File: src/rtl/lbca_pkg.sv
package lbca_pkg;

   // table geometry
   localparam int BLOCKS = 256;
   localparam int IDX_W  = 8;
   localparam int CNT_W  = 9;
   localparam logic [CNT_W-1:0] BLOCKS_CNT = CNT_W'(BLOCKS);

   // entry kinds
   localparam logic [1:0] KIND_FREE = 2'd0;
   localparam logic [1:0] KIND_BAD  = 2'd1;
   localparam logic [1:0] KIND_END  = 2'd2;
   localparam logic [1:0] KIND_LINK = 2'd3;

   // operation codes
   localparam logic [1:0] OP_ALLOC   = 2'd0;
   localparam logic [1:0] OP_RELEASE = 2'd1;
   localparam logic [1:0] OP_MARK    = 2'd2;

   // status codes
   localparam logic [2:0] ST_OK          = 3'd0;
   localparam logic [2:0] ST_NOT_ENOUGH  = 3'd1;
   localparam logic [2:0] ST_ZERO_COUNT  = 3'd2;
   localparam logic [2:0] ST_BAD_RELEASE = 3'd3;
   localparam logic [2:0] ST_MARK_REFUSE = 3'd4;

   typedef struct packed {
      logic [1:0]       kind;
      logic [IDX_W-1:0] next;
   } entry_type;

   localparam entry_type FREE_ENTRY = '{kind: KIND_FREE, next: '0};

   typedef struct packed {
      logic             rd_en;
      logic [IDX_W-1:0] rd_addr;
      logic             wr_en;
      logic [IDX_W-1:0] wr_addr;
      entry_type        wr_data;
   } tbl_req_type;

   typedef struct packed {
      logic [1:0]       operation;
      logic [CNT_W-1:0] block_count;
      logic [IDX_W-1:0] block_index;
   } req_type;

   typedef struct packed {
      logic [2:0]       status;
      logic [IDX_W-1:0] first_block;
      logic [CNT_W-1:0] blocks_freed;
      logic [CNT_W-1:0] free_blocks;
   } rsp_type;

endpackage

File: src/rtl/linked_block_chain_allocator.sv
// channel    ports                        direction  handshake
// request    start, busy, req_data        in         taken when start & !busy
// response   rsp_valid, rsp_data          out        one-cycle strobe, no stall
// csr        csr_we, csr_wdata            in         written when csr_we
//
// allocate scans the table one entry per cycle
// release walks the chain one block per cycle, until the end entry or a broken link
// mark bad reads the entry through the single table read port, then marks it if free
// a csr write while idle or counting recounts used blocks, busy meanwhile
// reset clears the table through per-entry valid bits
// the receiver cannot stall responses
module linked_block_chain_allocator (
   input  logic                         clock,
   input  logic                         reset,
   input  logic                         start,
   output logic                         busy,
   input  lbca_pkg::req_type            req_data,
   output logic                         rsp_valid,
   output lbca_pkg::rsp_type            rsp_data,
   input  logic                         csr_we,
   input  logic [lbca_pkg::CNT_W-1:0]   csr_wdata
);
   import lbca_pkg::*;

   localparam logic [2:0] S_IDLE  = 3'd0;
   localparam logic [2:0] S_COUNT = 3'd1;
   localparam logic [2:0] S_ALLOC = 3'd2;
   localparam logic [2:0] S_AEND  = 3'd3;
   localparam logic [2:0] S_REL   = 3'd4;
   localparam logic [2:0] S_MARK  = 3'd5;
   localparam logic [2:0] S_DONE  = 3'd6;

   logic [2:0]       state_ff, state_in;
   logic [CNT_W-1:0] disk_ff, disk_in;
   logic [CNT_W-1:0] taken_ff, taken_in;
   logic [CNT_W-1:0] scan_ff, scan_in;
   logic             pend_ff, pend_in;
   logic [IDX_W-1:0] pend_addr_ff, pend_addr_in;
   logic [CNT_W-1:0] got_ff, got_in;
   logic [CNT_W-1:0] want_ff, want_in;
   logic [IDX_W-1:0] prev_ff, prev_in;
   logic [IDX_W-1:0] head_ff, head_in;
   logic [IDX_W-1:0] cur_ff, cur_in;
   logic             first_ff, first_in;
   logic [CNT_W-1:0] freed_ff, freed_in;
   logic [2:0]       status_ff, status_in;

   logic [CNT_W-1:0] size;
   logic [CNT_W-1:0] avail;
   tbl_req_type      tbl_req;
   entry_type        rd_data;

   lbca_table u_table (
      .clock   (clock),
      .reset   (reset),
      .tbl_req (tbl_req),
      .rd_data (rd_data)
   );

   // usable size and free count
   assign size  = (disk_ff > BLOCKS_CNT) ? BLOCKS_CNT : disk_ff;
   assign avail = size - taken_ff;

   // sequencer
   always_comb begin
      state_in     = state_ff;
      disk_in      = disk_ff;
      taken_in     = taken_ff;
      scan_in      = scan_ff;
      pend_in      = pend_ff;
      pend_addr_in = pend_addr_ff;
      got_in       = got_ff;
      want_in      = want_ff;
      prev_in      = prev_ff;
      head_in      = head_ff;
      cur_in       = cur_ff;
      first_in     = first_ff;
      freed_in     = freed_ff;
      status_in    = status_ff;
      tbl_req      = '0;

      if (csr_we) begin
         disk_in = csr_wdata;
      end

      unique case (state_ff)
         S_IDLE: begin
            if (csr_we) begin
               state_in = S_COUNT;
               scan_in  = '0;
               pend_in  = 1'b0;
               got_in   = '0;
            end else if (start) begin
               head_in   = '0;
               freed_in  = '0;
               status_in = ST_OK;
               unique case (req_data.operation)
                  OP_ALLOC: begin
                     want_in = req_data.block_count;
                     got_in  = '0;
                     scan_in = '0;
                     pend_in = 1'b0;
                     priority if (req_data.block_count == '0) begin
                        status_in = ST_ZERO_COUNT;
                        state_in  = S_DONE;
                     end else if (req_data.block_count > avail) begin
                        status_in = ST_NOT_ENOUGH;
                        state_in  = S_DONE;
                     end else begin
                        state_in = S_ALLOC;
                     end
                  end
                  OP_RELEASE: begin
                     tbl_req.rd_en   = 1'b1;
                     tbl_req.rd_addr = req_data.block_index;
                     cur_in          = req_data.block_index;
                     first_in        = 1'b1;
                     state_in        = S_REL;
                  end
                  OP_MARK: begin
                     if ({1'b0, req_data.block_index} >= size) begin
                        status_in = ST_MARK_REFUSE;
                        state_in  = S_DONE;
                     end else begin
                        tbl_req.rd_en   = 1'b1;
                        tbl_req.rd_addr = req_data.block_index;
                        cur_in          = req_data.block_index;
                        state_in        = S_MARK;
                     end
                  end
                  default: begin
                     status_in = ST_MARK_REFUSE;
                     state_in  = S_DONE;
                  end
               endcase
            end
         end

         // recount used blocks below the usable size
         S_COUNT: begin
            if (csr_we) begin
               scan_in = '0;
               pend_in = 1'b0;
               got_in  = '0;
            end else begin
               if (scan_ff < size) begin
                  tbl_req.rd_en   = 1'b1;
                  tbl_req.rd_addr = scan_ff[IDX_W-1:0];
                  scan_in         = scan_ff + 1'b1;
                  pend_in         = 1'b1;
               end else begin
                  pend_in = 1'b0;
               end
               if (pend_ff && rd_data.kind != KIND_FREE) begin
                  got_in = got_ff + 1'b1;
               end
               if (scan_ff >= size && !pend_ff) begin
                  taken_in = got_ff;
                  state_in = S_IDLE;
               end
            end
         end

         // scan ascending, link each free block from the previous one
         S_ALLOC: begin
            if (scan_ff < size) begin
               tbl_req.rd_en   = 1'b1;
               tbl_req.rd_addr = scan_ff[IDX_W-1:0];
               scan_in         = scan_ff + 1'b1;
               pend_in         = 1'b1;
               pend_addr_in    = scan_ff[IDX_W-1:0];
            end else begin
               pend_in = 1'b0;
            end
            if (pend_ff && rd_data.kind == KIND_FREE) begin
               if (got_ff == '0) begin
                  head_in = pend_addr_ff;
               end else begin
                  tbl_req.wr_en        = 1'b1;
                  tbl_req.wr_addr      = prev_ff;
                  tbl_req.wr_data.kind = KIND_LINK;
                  tbl_req.wr_data.next = pend_addr_ff;
               end
               prev_in = pend_addr_ff;
               got_in  = got_ff + 1'b1;
               if (got_ff + 1'b1 == want_ff) begin
                  state_in = S_AEND;
               end
            end
         end

         // close the chain
         S_AEND: begin
            tbl_req.wr_en        = 1'b1;
            tbl_req.wr_addr      = prev_ff;
            tbl_req.wr_data.kind = KIND_END;
            tbl_req.wr_data.next = '0;
            taken_in             = taken_ff + want_ff;
            state_in             = S_DONE;
         end

         // walk the chain, freeing one block per cycle
         S_REL: begin
            first_in = 1'b0;
            if (rd_data.kind == KIND_END || rd_data.kind == KIND_LINK) begin
               tbl_req.wr_en   = 1'b1;
               tbl_req.wr_addr = cur_ff;
               tbl_req.wr_data = FREE_ENTRY;
               freed_in        = freed_ff + 1'b1;
               if ({1'b0, cur_ff} < size) begin
                  taken_in = taken_ff - 1'b1;
               end
               if (rd_data.kind == KIND_END) begin
                  state_in = S_DONE;
               end else begin
                  tbl_req.rd_en   = 1'b1;
                  tbl_req.rd_addr = rd_data.next;
                  cur_in          = rd_data.next;
               end
            end else begin
               if (first_ff) begin
                  status_in = ST_BAD_RELEASE;
               end
               state_in = S_DONE;
            end
         end

         S_MARK: begin
            if (rd_data.kind == KIND_FREE) begin
               tbl_req.wr_en        = 1'b1;
               tbl_req.wr_addr      = cur_ff;
               tbl_req.wr_data.kind = KIND_BAD;
               tbl_req.wr_data.next = '0;
               taken_in             = taken_ff + 1'b1;
            end else begin
               status_in = ST_MARK_REFUSE;
            end
            state_in = S_DONE;
         end

         S_DONE: begin
            state_in = S_IDLE;
         end

         default: begin
            state_in = S_IDLE;
         end
      endcase
   end

   // control registers
   always_ff @(posedge clock) begin
      if (reset) begin
         state_ff <= S_IDLE;
         disk_ff  <= BLOCKS_CNT;
         taken_ff <= '0;
         pend_ff  <= 1'b0;
      end else begin
         state_ff <= state_in;
         disk_ff  <= disk_in;
         taken_ff <= taken_in;
         pend_ff  <= pend_in;
      end
   end

   // working registers
   always_ff @(posedge clock) begin
      scan_ff      <= scan_in;
      pend_addr_ff <= pend_addr_in;
      got_ff       <= got_in;
      want_ff      <= want_in;
      prev_ff      <= prev_in;
      head_ff      <= head_in;
      cur_ff       <= cur_in;
      first_ff     <= first_in;
      freed_ff     <= freed_in;
      status_ff    <= status_in;
   end

   // response transaction
   assign busy                  = (state_ff != S_IDLE) || csr_we;
   assign rsp_valid             = (state_ff == S_DONE);
   assign rsp_data.status       = status_ff;
   assign rsp_data.first_block  = head_ff;
   assign rsp_data.blocks_freed = freed_ff;
   assign rsp_data.free_blocks  = avail;

endmodule

File: src/rtl/lbca_table.sv
module lbca_table (
   input  logic                 clock,
   input  logic                 reset,
   input  lbca_pkg::tbl_req_type tbl_req,
   output lbca_pkg::entry_type  rd_data
);
   import lbca_pkg::*;

   logic [BLOCKS-1:0] valid_ff;
   entry_type         mem_ff [BLOCKS];
   entry_type         rd_mem_ff;
   logic              rd_valid_ff;

   // per-entry valid bits, cleared at reset so the table reads as all free
   always_ff @(posedge clock) begin
      if (reset) begin
         valid_ff <= '0;
      end else if (tbl_req.wr_en) begin
         valid_ff[tbl_req.wr_addr] <= 1'b1;
      end
   end

   // storage with registered read, read-first
   always_ff @(posedge clock) begin
      if (tbl_req.wr_en) begin
         mem_ff[tbl_req.wr_addr] <= tbl_req.wr_data;
      end
      if (tbl_req.rd_en) begin
         rd_mem_ff   <= mem_ff[tbl_req.rd_addr];
         rd_valid_ff <= valid_ff[tbl_req.rd_addr];
      end
   end

   assign rd_data = rd_valid_ff ? rd_mem_ff : FREE_ENTRY;

endmodule

File: config.mk
export PLATFORM = sky130hd
export DESIGN_NAME = linked_block_chain_allocator
export DESIGN_NICKNAME = d
export VERILOG_FILES = /design/src/rtl/lbca_pkg.sv /design/src/rtl/linked_block_chain_allocator.sv /design/src/rtl/lbca_table.sv
export SDC_FILE = /design/constraint.sdc
export NUM_CORES = 2
export LEC_CHECK = 0
export ABC_AREA = 1
export BUFFER_PORTS_ARGS = -buffer_cell sky130_fd_sc_hd__buf_4
export CORE_ASPECT_RATIO = 0.75
export CORE_UTILIZATION = 35
export CTS_CLUSTER_DIAMETER = 40
export DETAILED_ROUTE_END_ITERATION = 12
export PLACE_DENSITY = 0.53
export SYNTH_ARGS = -nofsm -noshare
export SYNTH_HDL_FRONTEND = slang
export SYNTH_SLANG_ARGS = --single-unit
File: constraint.sdc
create_clock -name clock -period 9.8 [get_ports clock]
set_input_delay 0.98 -clock clock [delete_from_list [all_inputs] [get_ports clock]]
set_output_delay 0.98 -clock clock [all_outputs]
set_load 0.1 [all_outputs]
==> results.md <==
- Min Clock Period, post-route: 7.23 ns
- CP max FO: 120
- Syn. warnings: 0
- Design area: 145000 sq um
- Startpoint type of the worst setup path: register
- Die Wd: 699 um
- Fin crit share: 0.737
- Fmax: 0.138 GHz
- Routed vias: 90200
- Filler cell count: 35100
- Chip height: 525 um
- #FFs+latches synth: 2921
- Post CTS Setup Buffer Count: 0
- Synth Area in Compound Gates: 0.0143
- CTS clk-pin slew, worst paths: 0.06 ns
- Routed WL per cell: 23.4 um
- Post-Synth Adder-Cell Area: 0.00620
- Commonest non-fill, non-tap cell in the layout: nand2_1
- CTS root buf: clkbuf_16
- Syn Nets: 12500
- Worst-margin pin slew: 1.43 ns
- Min Hold Slack: 0.237 ns
- Area of the multi-input gates: 35400 sq um
- XOR/XNOR Fraction of Synth Area: 0.00220
- Critical path endpoint category: register
- # DRC: 0
- Main flop type after synthesis: edfxtp_1
- Global route total overflow: 0
- Initial antenna violation count: 9
- Final hold violation count: 0
- Vias in the first global route: 83300
- H-Tree Depth: 5
- All-Layer GR Usage: 0.214
- RSZ-0062 raised after global routing: false
- Cell Pwr Density: 261 nW/um^2
- Hold Crit Class: in2reg
- Max-slew headroom: 0.0465
- Via-to-Cell Ratio: 5.20
- Port Buffer Count: 62
- ANT nets after route: 0
- Leakage Power: 0.0584 uW
- VDD IR max: 415 uV
- Sequential share of the synthesized area: 0.666
- P&R area growth vs syn: 13.9%
- Post-Place Setup Slack: 2.84 ns
- Post-synthesis cell count: 12400
- # clock sinks: 2921
- Final net count: 12300
- Worst Path Required: 10.60 ns
- Crit Path Class: reg2reg
- Proportion of layout cells with a drive suffix above 1: 0.0781
- First-pass GRT wire length: 592 mm
- Final WS setup: 2.57 ns
- CTS Hold Bufs: 0
- CTS tree: built
- HPWL after DPL: 221 mm
- Iteration-0 DRC Markers: 10400
- Storage element area: 84900 sq um
- Setup TNS: 0 ns
- Gpl congestion: 0.840
- Clock Latency Late Sink: 0.94 ns
- Drt first pass iters: 6
- Fin. max-slew vios: 0
- CTS max path bufs: 4
- Synth async-reset ratio: 0
- Starting Density: 0.352
- Clock Skew: 0.0653 ns
- EDFF count, synth: 2643
- Placed insts: 16600
- Area of the core: 362000 sq um
- Largest net degree at the start of global routing: 192
- Final Non-Filler Cells: 17300
- Cells resized by post-CTS repair: 0
- Post-synthesis mux area share: 0
- Placed instance area: 132000 sq um
- Outcome: complete, no violations
- Die ar.: 367000 sq um
- Largest family of logic cells by synthesized area: simple AND/OR/NAND/NOR gates
- Final setup viols: 0
- Simple-gate share of the synthesized area: 0.253
- I/O pin cnt: 63
- Mapped cell area: 128000 sq um
- Core Rows: 191
- Crit path arrival time: 8.03 ns
- Most frequent cells in the layout: 3067 x nand2_1, 2646 x nand3_1, 2643 x edfxtp_1
- Avg Inst Size Synth: 10.3 sq um
- Max-cap viol count: 0
- TritonCTS buffer count: 380
- Drt total wl: 406 mm
- Yosys cell types: 45
==> report_power, final <==
group          internal, uW  switching (uW)  leakage (uW)
combinational          2020            7710        0.0221
clock                  8420            5810       0.00613
sequential            13700             172        0.0302
total                 24200           13700        0.0584
==> layer usage <==
metal | wire length (um) | share of wire | track usage | vias up
li1 | - | - | - | 41800
met1 | 188000 | 0.46 | 0.324 | 44200
met2 | 172000 | 0.42 | 0.311 | 3604
met3 | 34600 | 0.085 | 0.0420 | 587
met4 | 11500 | 0.028 | 0.0594 | 2
met5 | 11 | 0.000027 | 0 | -
==> state kept, by name, indices dropped and copies added, names as in the netlist <==
signal	cells
scan_ff	9
state_ff	3
prev_ff	8
want_ff	9
disk_ff	9
pend_addr_ff	8
got_ff	9
u_table.rd_valid_ff	1
u_table.rd_mem_ff	10
head_ff	8
u_table.valid_ff	256
status_ff	3
pend_ff	1
first_ff	1
cur_ff	8
taken_ff	9
freed_ff	9
u_table.mem_ff	2560
==> worst max-delay path: stages (launching register included) <==
cell and delay [ns]:
dfxtp_1 0.32, nor4_1 0.29, a21oi_1 0.13, inv_1 0.18, nand2_1 0.18, ha_1 0.34, nand2_1 0.07, nor2_1 0.16
nand3b_1 0.12, nand3_2 0.22, inv_1 0.09, ha_1 0.22, a21oi_4 0.30, nand2_8 0.49, inv_8 0.82, buf_12 0.38
buf_12 0.40, nand2_1 0.10, nand2_1 0.09, nand2_1 0.05, nand3_1 0.11, nand3_1 0.13, nand3_1 0.35, nand3_1 0.53
nand3_1 0.40, nand3_1 0.21, nand2_1 0.14
==> kinds of logic after synthesis <==
logic type | Yosys count
compound gates | 280
xor+xnor | 32
fa+ha+maj | 62
buf+inv | 1768
flops | 2921
simple gates | 7302
==> synth_stat cells, types with 4 or more instances <==
cell / instances / share of area
nand2_1: 3071 / 0.090
o211ai_1: 126 / 0.0074
buf_4: 22 / 0.0013
a211oi_1: 5 / 0.00029
a22oi_1: 8 / 0.00047
nand3_1: 2646 / 0.10
o21ai_0: 62 / 0.0024
nand3b_1: 377 / 0.022
o21bai_1: 7 / 0.00041
o21a_1: 4 / 0.00024
buf_2: 474 / 0.019
a21oi_1: 56 / 0.0022
nor2_2: 5 / 0.00025
a31oi_1: 4 / 0.00020
nor3_1: 14 / 0.00055
xnor2_1: 8 / 0.00055
nor2_1: 1155 / 0.034
xor2_1: 24 / 0.0016
buf_1: 111 / 0.0033
buf_6: 7 / 0.00062
clkbuf_1: 199 / 0.0059
dfxtp_1: 278 / 0.044
inv_1: 944 / 0.028
edfxtp_1: 2643 / 0.62
nor4_1: 8 / 0.00039
inv_2: 9 / 0.00026
ha_1: 60 / 0.0059
nand2_2: 6 / 0.00029
==> worst paths after layout <==
kind | endpoint | slack (ns) | startpoint | cells past startpoint
worst max-delay path | u_table.rd_mem_ff[1] | 2.57 | disk_ff[4] | 26
worst min-delay path | want_ff[5] | 0.24 | req_data[13] | 1
worst max register to register | u_table.rd_mem_ff[1] | 2.57 | disk_ff[4] | 26
worst min register to register | u_table.valid_ff[125] | 0.46 | u_table.valid_ff[125] | 2
==> cell type report <==
cell class	count	share of cell area
clock inverters	250	0.0191
clock buffers	454	0.0693
repair buffers	267	0.0170
multi-input cells	7676	0.244
flip-flops and latches	2921	0.585
inverters	955	0.0250
well taps	4825	0.0415
diodes	1	0.0000172
==> through the flow <==
| step | total power (uW) | utilization |
|---|---|---|
| 6_report | 37900 | 0.402 |
| 3_5_place_dp | 23800 | 0.366 |
| 3_3_place_gp | 23800 | 0.366 |
| 5_1_grt | 39100 | 0.402 |
| 4_1_cts | 37900 | 0.402 |
| 2_1_floorplan | 20200 | - |
No activity file was read; power rests on OpenSTA's default activity.
